==> config.mk <==
export PLATFORM = sky130hd
export DESIGN_NAME = bcse_check
export DESIGN_NICKNAME = d
export VERILOG_FILES = /design/src/rtl/bcse_pkg.sv /design/src/rtl/bcse_check.sv
export SDC_FILE = /design/constraint.sdc
export NUM_CORES = 1
export LEC_CHECK = 0
export ABC_CLOCK_PERIOD_IN_PS = 4800
export BUFFER_PORTS_ARGS = -buffer_cell sky130_fd_sc_hd__buf_2
export CORE_ASPECT_RATIO = 0.75
export CORE_UTILIZATION = 50
export DETAILED_ROUTE_END_ITERATION = 16
export GPL_ROUTABILITY_DRIVEN = 0
export GPL_TIMING_DRIVEN = 0
export PLACE_DENSITY = 0.85
export SETUP_SLACK_MARGIN = 0.1
export SYNTH_ARGS = -nofsm -noshare
export SYNTH_HDL_FRONTEND = slang
export SYNTH_SLANG_ARGS = --single-unit
==> constraint.sdc <==
create_clock -name vclk -period 4.8
set_input_delay 0.24 -clock vclk [all_inputs]
set_output_delay 0.24 -clock vclk [all_outputs]
set_load 0.01 [all_outputs]
==> src/rtl/bcse_pkg.sv <==
// Shared types and codes for the byte command schedule engine.
// Holds the item and result beat structs, request, kind and status codes.
// No dependencies.
package bcse_pkg;

	localparam int LEN_W = 13;

	localparam logic [1:0] REQ_LOAD   = 2'd0;
	localparam logic [1:0] REQ_CMD    = 2'd1;
	localparam logic [1:0] REQ_FINISH = 2'd2;
	localparam logic [1:0] REQ_READ   = 2'd3;

	localparam logic [7:0] KIND_COPY = 8'd0;
	localparam logic [7:0] KIND_FILL = 8'd1;
	localparam logic [7:0] KIND_ADD  = 8'd2;
	localparam logic [7:0] KIND_XOR  = 8'd3;

	localparam logic [2:0] ST_OK     = 3'd0;
	localparam logic [2:0] ST_OFFSET = 3'd1;
	localparam logic [2:0] ST_SINK   = 3'd2;
	localparam logic [2:0] ST_SOURCE = 3'd3;
	localparam logic [2:0] ST_KIND   = 3'd4;
	localparam logic [2:0] ST_SHORT  = 3'd5;

	typedef struct packed {
		logic [1:0]       req_type;
		logic [11:0]      byte_index;
		logic [7:0]       byte_data;
		logic [LEN_W-1:0] cmd_offset;
		logic [LEN_W-1:0] cmd_length;
		logic [LEN_W-1:0] cmd_source_offset;
		logic [7:0]       cmd_value;
		logic [7:0]       cmd_kind;
	} item_t;

	typedef struct packed {
		logic [2:0]       status;
		logic [7:0]       read_byte;
		logic [LEN_W-1:0] cursor_now;
	} result_t;

	typedef struct packed {
		logic       fail;
		logic [2:0] code;
	} chk_t;

endpackage

==> src/rtl/bcse_check.sv <==
// Command admission check: cursor, sink bounds, then source bounds and kind (not for a fill).
// Depends on bcse_pkg.
module bcse_check (
	input  logic [bcse_pkg::LEN_W-1:0] cursor,
	input  logic [bcse_pkg::LEN_W-1:0] snk_limit,
	input  logic [bcse_pkg::LEN_W-1:0] src_limit,
	input  logic [bcse_pkg::LEN_W-1:0] offset,
	input  logic [bcse_pkg::LEN_W-1:0] length,
	input  logic [bcse_pkg::LEN_W-1:0] src_start,
	input  logic [7:0]                 kind,
	output bcse_pkg::chk_t             chk
);
	import bcse_pkg::*;

	logic [LEN_W:0] sink_end;
	logic [LEN_W:0] source_end;
	logic           kind_ok;

	assign sink_end   = {1'b0, offset} + {1'b0, length};
	assign source_end = {1'b0, src_start} + {1'b0, length};
	assign kind_ok    = (kind == KIND_COPY) || (kind == KIND_ADD) || (kind == KIND_XOR);

	// Order decides: the first failing test names the error.
	always_comb begin
		chk.fail = 1'b1;
		chk.code = ST_OK;
		priority if (offset != cursor) begin
			chk.code = ST_OFFSET;
		end else if (sink_end > {1'b0, snk_limit}) begin
			chk.code = ST_SINK;
		end else if (kind == KIND_FILL) begin
			chk.fail = 1'b0;
		end else if (source_end > {1'b0, src_limit}) begin
			chk.code = ST_SOURCE;
		end else if (!kind_ok) begin
			chk.code = ST_KIND;
		end else begin
			chk.fail = 1'b0;
		end
	end

endmodule

==> reports/qor.yml <==
route:
  wl_per_cell_um: 12.0
  wl_mm: 4.80
  ant_nets: 0
  dr.pass1.iters: 4
  initialDrtViolationCount: 74
  via_count: 2154
  via_per_inst: 5.39
  drc_errors: 0
finish:
  nClkBuffers: 0
  final_core_util: 0.675
  fin_nets: 490
  drive_gt1_frac: 0.284
  syn_to_final_growth_pct: 28.9
  n_antenna_cell: 0
  seq_cells: 0
  seqCellArea_um2: 0
sta:
  hold_viol: 0
  fin_crit_sh: 0.946
  rsz0062_at_grt: "no"
  finalSetupTns_ns: 0
  max_freq_mhz: 220
  slew_violations: 0
  layout_min_cycle_time_ns: 4.54
  setup_viol: 0
  max-slew-margin-rel: 0.639
  tightest_slew_ns: 0.536
power_and_ir_drop:
  p_leak_uw: 0.00134
  peakVddDrop_mv: 0.0828
  power_uw: 332
  powerDensity_nw_per_um2: 135
synth:
  yosysWarnings: 0
  syn_avg_cell_area_um2: 7.43
  netlist_area_um2: 1920
  yosysTopAreaCell: "ha_1"
  synthTopCellsByArea: "ha_1 34%, xnor2_1 8.7%, xor2_1 5.9%, inv_1 5.9%, a21oi_1 5.5%"
  synth_seq_area_share: 0
  synth_top_area_frac: 0.339
  synth_cell_types: 42
  syn_nets: 398
  synth_cells: 258
placed_design:
  port_buffers: 90
  hpwl_mm: 4.29
global_routing:
  grt_pass1_vias: 1927
  grt_pass1_wl_mm: 7.71
  antenna_found_initial: 0
  grt_overflow_total: 0
  grt_max_degree: 6
  grt_util_all_layers: 0.233
critical_path:
  path_max_fanout: 3
  worstPathRequired_ns: 4.56
  critPathKind: "in2out"
  cp-start-kind: "primary input"
  endpoint_kind: "output pin"
  cp.arrival_ns: 4.30
status:
  status: "finished clean"
die:
  start_util: 0.524
  die_h_um: 55.6
  die_w_um: 73.5
  rows: 19
  ioPinCount: 90
  die-area_um2: 4090
  core_area_um2: 3660
run:
  maxCapViolCount: 0
worst_hold_path:
  min-delay-start: "kind[2]"
  hold_path_end: "chk[3]"
  min_path_type: "in2out"
  worstHoldPathCells: 4
clocking:
  hold_buffers: 0
-- timing repair --
item	4_1_cts	5_1_grt
resized for setup	1	6
setup buffers	0	0
endpoints found under the hold margin	0	0
pin swaps	2	6
setup endpoints to repair	1	1
-- critical path, cell delays in order --
cell	delay [ns]
buf_2	0.11
ha_1	0.23
fa_2	0.37
a21oi_2	0.18
o211ai_1	0.14
a21oi_2	0.20
nor2b_1	0.06
o21a_1	0.19
o41a_1	0.34
xor2_1	0.16
ha_1	0.30
nand4_1	0.14
or4_4	0.56
a221oi_4	0.34
nand3_2	0.13
or4b_1	0.46
buf_2	0.15
-- worst max path at each step --
| stage | startpoint | to | slack, ns | cells after the start |
|---|---|---|---|---|
| 2_1_floorplan | offset[0] | chk[3] | 0.62 | 15 |
| 3_3_place_gp | offset[0] | chk[3] | 0.08 | 17 |
| 3_5_place_dp | offset[0] | chk[3] | 0.05 | 17 |
| 4_1_cts | offset[0] | chk[3] | 0.11 | 17 |
| 5_1_grt | length[0] | chk[3] | 0.08 | 18 |
| 6_report | offset[0] | chk[3] | 0.26 | 17 |
-- cells in the final DEF (no fill, tap or decap), types with 10 or more instances in the layout --
cell,instances
a21oi_1,19
buf_2,90
ha_1,52
inv_1,30
nand2_1,12
nor2_1,20
nor3_1,10
o21ai_0,11
xnor2_1,19
xor2_1,13
-- synth_stat cells (all sizes together), types with 3 or more instances --
| library cell | instances |
|---|---|
| nand4 | 4 |
| a211oi | 3 |
| o21a | 4 |
| inv | 30 |
| nand2b | 3 |
| o211ai | 3 |
| a21o | 7 |
| nor3 | 10 |
| a21oi | 21 |
| nand3 | 7 |
| xor2 | 13 |
| and3 | 3 |
| nand2 | 13 |
| o21bai | 3 |
| nor2 | 20 |
| o21ai | 14 |
| ha | 52 |
| nor2b | 3 |
| xnor2 | 19 |
-- layout make-up --
cell class,count,area (um2)
fillers,343,1190
inverters,30,113
multi-input cells,228,1840
well taps,52,65.1
repair buffers,90,450
-- where the power goes --
part | total [uW] | internal, uW | switching (uW)
registers | 0 | 0 | 0
clock network | 0 | 0 | 0
logic | 332 | 160 | 172
total | 332 | 160 | 172
-- per-layer routing --
layer | vias to the layer above | share of wire | track usage
met5 | - | 0 | 0
met4 | 0 | 0.0044 | 0.0137
met3 | 2 | 0.083 | 0.0163
met2 | 87 | 0.43 | 0.405
met1 | 942 | 0.49 | 0.328
li1 | 1123 | - | -
-- logic make-up after synthesis --
family | synth area share
AO/OA/AOI/OAI | 0.232
AND/OR/NAND/NOR | 0.202
adder cells (fa/ha/maj) | 0.360
XOR/XNOR | 0.146
buffers and inverters | 0.0587
-- per-stage QoR --
stage / worst slack, ns / area [um2] / hold WS, ns / std cells
final: 0.260 / 2470 / 0.857 / 400
after global routing: 0.0758 / 2470 / 0.883 / 400
after CTS: 0.112 / 2440 / 0.861 / 400
after detailed placement: 0.0526 / 2430 / 0.857 / 400
after global placement: 0.0771 / 2430 / 0.854 / 400
after floorplan: 0.621 / 1920 / 0.662 / 258
Note: power is estimated with default switching activity, not from simulation.
