[src/rtl/bcse_pkg.sv]
// Shared types and codes for the byte command schedule engine.
// Holds the item and result beat structs, request, kind and status codes.
// No dependencies.
package bcse_pkg;

	localparam int LEN_W = 13;

	localparam logic [1:0] REQ_LOAD   = 2'd0;
	localparam logic [1:0] REQ_CMD    = 2'd1;
	localparam logic [1:0] REQ_FINISH = 2'd2;
	localparam logic [1:0] REQ_READ   = 2'd3;

	localparam logic [7:0] KIND_COPY = 8'd0;
	localparam logic [7:0] KIND_FILL = 8'd1;
	localparam logic [7:0] KIND_ADD  = 8'd2;
	localparam logic [7:0] KIND_XOR  = 8'd3;

	localparam logic [2:0] ST_OK     = 3'd0;
	localparam logic [2:0] ST_OFFSET = 3'd1;
	localparam logic [2:0] ST_SINK   = 3'd2;
	localparam logic [2:0] ST_SOURCE = 3'd3;
	localparam logic [2:0] ST_KIND   = 3'd4;
	localparam logic [2:0] ST_SHORT  = 3'd5;

	typedef struct packed {
		logic [1:0]       req_type;
		logic [11:0]      byte_index;
		logic [7:0]       byte_data;
		logic [LEN_W-1:0] cmd_offset;
		logic [LEN_W-1:0] cmd_length;
		logic [LEN_W-1:0] cmd_source_offset;
		logic [7:0]       cmd_value;
		logic [7:0]       cmd_kind;
	} item_t;

	typedef struct packed {
		logic [2:0]       status;
		logic [7:0]       read_byte;
		logic [LEN_W-1:0] cursor_now;
	} result_t;

	typedef struct packed {
		logic       fail;
		logic [2:0] code;
	} chk_t;

endpackage

[src/rtl/bcse_byte_alu.sv]
// Shared byte unit: one sink byte per cycle from a source byte and the constant.
// Depends on bcse_pkg.
module bcse_byte_alu (
	input  logic [7:0] kind,
	input  logic [7:0] value,
	input  logic [7:0] src_byte,
	output logic [7:0] sink_byte
);
	import bcse_pkg::*;

	always_comb begin
		unique case (kind)
			KIND_FILL: sink_byte = value;
			KIND_ADD:  sink_byte = src_byte + value;
			KIND_XOR:  sink_byte = src_byte ^ value;
			default:   sink_byte = src_byte;
		endcase
	end

endmodule

[config.mk]
export PLATFORM = sky130hd
export DESIGN_NAME = bcse_byte_alu
export DESIGN_NICKNAME = d
export VERILOG_FILES = /design/src/rtl/bcse_pkg.sv /design/src/rtl/bcse_byte_alu.sv
export SDC_FILE = /design/constraint.sdc
export NUM_CORES = 1
export LEC_CHECK = 0
export ABC_AREA = 1
export BUFFER_PORTS_ARGS = -buffer_cell sky130_fd_sc_hd__buf_2
export CAP_MARGIN = 25
export CELL_PAD_IN_SITES_DETAIL_PLACEMENT = 0
export CELL_PAD_IN_SITES_GLOBAL_PLACEMENT = 1
export CORE_ASPECT_RATIO = 1.5
export CORE_MARGIN = 3
export CORE_UTILIZATION = 31
export DETAILED_ROUTE_END_ITERATION = 7
export PLACE_DENSITY = 0.91
export SETUP_SLACK_MARGIN = 0.15
export SYNTH_ARGS = -nofsm -noshare
export SYNTH_HDL_FRONTEND = slang
export SYNTH_SLANG_ARGS = --single-unit
[constraint.sdc]
create_clock -name vclk -period 1.5
set_input_delay 0.075 -clock vclk [all_inputs]
set_output_delay 0.075 -clock vclk [all_outputs]
set_load 0.02 [all_outputs]
==> metrics.log, run 1 <==
[metrics] via count normalized by instance count: 5.07
[metrics] pre-CTS setup slack: -0.0647 ns
[metrics] total grt overflow: 0
[metrics] cell at the slowest stage of the critical path: sky130_fd_sc_hd__fa_2
[metrics] power density of the placed cells: 297 mW/mm²
[metrics] Slew headroom: 0.734
[metrics] overall power after layout: 0.000310 W
[metrics] IO Port Bufs: 32
[metrics] required time of the critical path: 1.42 ns
[metrics] maximum number of pins on one net before global-route repair: 10
[metrics] # diodes: 0
[metrics] total number of sequential cells: 0
[metrics] final net count: 188
[metrics] starting density of the core: 0.337
[metrics] Worst path max stage delay: 0.37 ns
[metrics] area of the core: 0.00190 mm²
[metrics] die boundary width: 43.1 µm
[metrics] Avg WL per Cell: 11.9 µm
[metrics] die outline area: 0.00266 mm²
[metrics] IR drop worst, VDD: 0.000138 V
[metrics] leakage component of the power: 0.533 nW
[metrics] dominant cell type by area after synthesis: sky130_fd_sc_hd__nand2_1
[metrics] hold violation total from the final report: 0
[metrics] critical path class: primary input to output port
[metrics] Final Cell Area: 0.00105 mm²
[metrics] Final Slew Violations: 0
[metrics] wire length of the first global-routing pass: 3320 µm
[metrics] fill cell count: 196
[metrics] Layout Utilization: 0.550
[metrics] library cell with the highest instance count after synthesis: sky130_fd_sc_hd__nand2_1
[metrics] NetSw: 0.000169 W
[metrics] layout clock buffer count: 0
[metrics] hold-fix buffer count after cts: 0
[metrics] part of the power in combinational logic: 1.000
[metrics] top cells by instance count after synthesis: sky130_fd_sc_hd__nand2_1 (42), sky130_fd_sc_hd__nand3_1 (17), sky130_fd_sc_hd__inv_1 (16), sky130_fd_sc_hd__ha_1 (7)
[metrics] routed wire length: 2090 µm
[metrics] arrival time at the worst endpoint: 1.31 ns
[metrics] Chip Height: 61.7 µm
[metrics] result of the run: completed
[metrics] Setup Total Neg Slack: 0 ns
[metrics] Final Setup Violations: 0
[metrics] area delta synth->final: 63.3%
[metrics] worst path setup slack after routing: 0.111 ns
[metrics] share of post-route cells with drive strength above 1: 0.461
[metrics] library cells used by synthesis: 19
[metrics] area used by sequential logic in the layout: 0 µm²
[metrics] internal power contribution: 0.000142 W
[metrics] half-perimeter wire length of the detailed placement result: 1540 µm
[metrics] final critical path time including I/O delays and setup: 1.39 ns
[metrics] maximum clock frequency: 0.720 GHz
[metrics] standard-cell row count: 19
[metrics] Flop pwr share: 0
[metrics] global-route usage over all layers: 0.153
[metrics] critical path capture point type: output port
[metrics] cell count after synthesis: 116
[metrics] Detailed Route Iter0 Violations: 6
[metrics] area of the mapped netlist: 641 µm²
[metrics] net switching share of the total power: 0.544
[metrics] maximum fanout along the worst path: 2
[metrics] ranking of synthesized cells by area: sky130_fd_sc_hd__nand2_1 (25%), sky130_fd_sc_hd__ha_1 (14%), sky130_fd_sc_hd__nand3_1 (13%), sky130_fd_sc_hd__inv_1 (9.4%), sky130_fd_sc_hd__nor2_4 (5.3%)
[metrics] fin crit share: 0.926
[metrics] Worst Hold Class: primary input to output port
[metrics] YS warnings: 0
[metrics] initial antenna violation count: 0
[metrics] DP Area: 857 µm²
[metrics] startpoint type of the worst setup path: primary input
[metrics] RD Place Congestion: 0.850
[metrics] # DRC: 0
[metrics] Synth top area share: 0.246
[metrics] mean area per synthesized cell: 5.52 µm²
[metrics] Clock power frac: 0
[metrics] nets in the synthesized netlist: 148
[metrics] DR vias: 888
[metrics] # Max-Cap Violations: 0
[metrics] Pre-Repair DR Iteration Count: 4
[metrics] number of buffers and inverters on the critical path: 2
[metrics] setup repair after global routing missed its margin: true
[metrics] measured slew at the worst slew-check pin: 0.398 ns
[metrics] number of global-route vias before repair: 831
[metrics] count of antenna-violating nets left after detailed routing: 0
[metrics] cell breakdown of the critical path: buf_8, ha_4, fa_2, nand3_4, nand2_2, nand2_2, nand2_1, nand2_1, nand3_1, nand4_1, buf_6
[metrics] gate family responsible for the most delay along the worst path: adder cells
[metrics] share of the yosys chip area belonging to registers: 0
[metrics] I/O pin count: 32
## cells by family after synthesis
family	Yosys count	synth area share
buffers and inverters	20	0.117
adders and majority gates	8	0.168
and+or+nand+nor	77	0.588
AOI/OAI and AO/OA	9	0.0996
xor gates and xnor gates	2	0.0273
## placed cells by master (no fill, tap or decap), drive strengths merged
cell type	synthesis	final
nand4	5	5
a21oi	5	5
o211ai	1	1
buf	0	38
inv	20	20
o2111ai	2	2
nand3	18	18
o21ai	1	1
nor3	1	1
xor2	1	1
ha	7	7
xnor2	1	1
fa	1	1
nor2	8	8
nand2	45	45
## final timing paths
| check | startpoint | to | slack (ns) | cells past startpoint |
|---|---|---|---|---|
| max | src_byte[0] | sink_byte[6] | 0.11 | 11 |
| min | value[0] | sink_byte[0] | 0.50 | 4 |
## power groups by stage
stage | Combinational (W) | Clock, W | Sequential (W)
floorplan | 0.000148 | 0 | 0
global placement | 0.000232 | 0 | 0
detailed placement | 0.000237 | 0 | 0
CTS | 0.000278 | 0 | 0
global route | 0.000343 | 0 | 0
finish | 0.000310 | 0 | 0
## timing repair
item                                    4_1_cts  5_1_grt
buffers inserted                              1        1
gates resized for setup                      20       16
endpoints found under the setup margin        5        8
cloned                                        0        0
pin swaps                                     7        6
## cell type report
type	count	area (µm²)	share of cell area
inverter	20	75.1	0.0718
multi-input combinational	96	696	0.665
tap	21	26.3	0.0251
timing repair buffer	38	249	0.238
## routing by layer
metal	track usage	vias up	routed length [µm]
met1	0.163	409	763
met2	0.328	19	1240
li1	-	460	-
met4	0.0216	0	0
met3	0.00585	0	91
met5	0	-	0
## stage by stage
stage / hold slack [ns] / cells
2_1_floorplan: 0.330 / 116
3_3_place_gp: 0.487 / 173
3_5_place_dp: 0.496 / 173
4_1_cts: 0.488 / 174
5_1_grt: 0.533 / 175
6_report: 0.499 / 175
(Power assumes the default switching activity.)
==> run 2, diff against run 1 <==
Settings changed: BUFFER_PORTS_ARGS -buffer_cell sky130_fd_sc_hd__buf_2 to -buffer_cell sky130_fd_sc_hd__buf_4, CORE_UTILIZATION 31 to 28, PLACE_DENSITY 0.91 to 0.87, SLEW_MARGIN set to 25.
Clock period 1.5 ns to 1.23 ns, I/O delays scaled along.
==> run 2 against run 1 <==
The flow now finishes with violations (setup timing). Via count is 9.8% higher. Setup slack worse by 0.26 ns. Hold slack worse by 0.042 ns. Count of clock-buffer cells in the layout stayed put. Largest cell class unchanged. Highest routed layer is now met4.
==> metrics.log, run 2 (synthesis gave the netlist of run 1 again) <==
[metrics] result of the run: complete, but fails checks
[metrics] failing checks: setup timing
[metrics] critical path capture point type: output port
[metrics] I/O pin count: 32
[metrics] worst path setup slack after routing: -0.150 ns
[metrics] final critical path time including I/O delays and setup: 1.38 ns
[metrics] standard-cell row count: 20
[metrics] RD Place Congestion: 0.808
[metrics] number of global-route vias before repair: 952
[metrics] Met2 Routed Length: 1320 µm
[metrics] Avg WL per Cell: 12.3 µm
[metrics] leakage component of the power: 0.636 nW
[metrics] starting density of the core: 0.305
[metrics] half-perimeter wire length of the detailed placement result: 1910 µm
[metrics] maximum clock frequency: 0.725 GHz
[metrics] Detailed Route Iter0 Violations: 14
[metrics] measured slew at the worst slew-check pin: 0.303 ns
[metrics] die boundary width: 45.1 µm
[metrics] IR drop worst, VDD: 0.000179 V
[metrics] hold_ws: 0.457 ns
[metrics] power density of the placed cells: 350 mW/mm²
[metrics] layout clock buffer count: 0
[metrics] area delta synth->final: 96.5%
[metrics] share of post-route cells with drive strength above 1: 0.541
[metrics] Final Setup Violations: 6
[metrics] via count normalized by instance count: 5.08
[metrics] critical path class: primary input to output port
[metrics] # Max-Cap Violations: 0
[metrics] wire length of the first global-routing pass: 3810 µm
[metrics] routed wire length: 2370 µm
[metrics] met3 WL: 107 µm
[metrics] Slew headroom: 0.797
[metrics] arrival time at the worst endpoint: 1.32 ns
[metrics] required time of the critical path: 1.17 ns
[metrics] global-route usage over all layers: 0.160
[metrics] Chip Height: 64.6 µm
[metrics] Pre-Repair DR Iteration Count: 4
[metrics] Final Slew Violations: 0
[metrics] top routing layer in use: met4
[metrics] initial antenna violation count: 0
[metrics] overall power after layout: 0.000441 W
[metrics] leading cell type in the layout, fill and taps excluded: sky130_fd_sc_hd__buf_4
[metrics] # DRC: 0
[metrics] length of routed wiring on met1: 916 µm
[metrics] final net count: 204
[metrics] Layout Utilization: 0.599
[metrics] area of the core: 0.00210 mm²
[metrics] setup repair after global routing missed its margin: true
[metrics] maximum number of pins on one net before global-route repair: 7
[metrics] die outline area: 0.00291 mm²
[metrics] area used by sequential logic in the layout: 0 µm²
[metrics] total grt overflow: 0
[metrics] DR vias: 975
[metrics] # diodes: 0
[metrics] hold-fix buffer count after cts: 0
[metrics] maximum fanout along the worst path: 2
[metrics] fin crit share: 1.12
[metrics] Worst Hold Class: primary input to output port
[metrics] hold violation total from the final report: 0
[metrics] count of antenna-violating nets left after detailed routing: 0
[metrics] total number of sequential cells: 0
[metrics] top library cells by usage in the layout, fill and taps aside: sky130_fd_sc_hd__buf_4 (47), sky130_fd_sc_hd__nand2_1 (36), sky130_fd_sc_hd__inv_1 (15), sky130_fd_sc_hd__nand3_1 (13), sky130_fd_sc_hd__nand2_2 (8)
[metrics] IO Port Bufs: 32
[metrics] startpoint type of the worst setup path: primary input
run 2: cell count changes in the layout (fill, tap and decap cells not counted), sizes merged:
cell	previous run	this run
buf	38	54
run 2: path summary, 6_finish.rpt:
| kind | endpoint | slack, ns | cells past startpoint | from |
|---|---|---|---|---|
| worst max-delay path | sink_byte[6] | -0.15 | 10 | src_byte[0] |
| worst min-delay path | sink_byte[0] | 0.46 | 4 | src_byte[0] |
run 2: through the flow:
step           area (µm²)  setup TNS, ns  cells  setup WS, ns
2_1_floorplan         736              0    116        0.0347
3_3_place_gp         1150         -0.508    190        -0.171
3_5_place_dp         1150         -0.566    190        -0.179
4_1_cts              1210         -0.404    190        -0.119
5_1_grt              1260          -1.03    192        -0.233
6_report             1260         -0.534    192        -0.150
run 2: area by class of cell:
class	instances	area, µm²
timing repair buffer	54	435
multi-input combinational	96	718
inverter	20	77.6
fill	200	843
tap	22	27.5
run 2: worst max-delay path: stages:
cell and delay [ns]:
sky130_fd_sc_hd__buf_8 0.10, sky130_fd_sc_hd__ha_4 0.16, sky130_fd_sc_hd__fa_2 0.36, sky130_fd_sc_hd__nand3_2 0.09, sky130_fd_sc_hd__nand2_2 0.07, sky130_fd_sc_hd__nand2_2 0.09, sky130_fd_sc_hd__nand3_2 0.07, sky130_fd_sc_hd__nand3_2 0.08
sky130_fd_sc_hd__nand4_1 0.07, sky130_fd_sc_hd__buf_4 0.16
run 2: per-layer routing:
metal	vias to the layer above	GRT usage
met5	-	0
met4	0	0.0110
met1	450	0.179
li1	488	-
met3	4	0
met2	33	0.326
run 2: repair_timing:
action,in CTS,in global routing
buffers inserted,0,2
setup endpoints to repair,8,8
gates resized for setup,13,10
pin swaps,11,6
run 2: power by group:
group | leakage, nW | total (W) | internal (W) | switching [W]
clock network | 0 | 0 | 0 | 0
registers | 0 | 0 | 0 | 0
logic | 0.636 | 0.000441 | 0.000222 | 0.000219
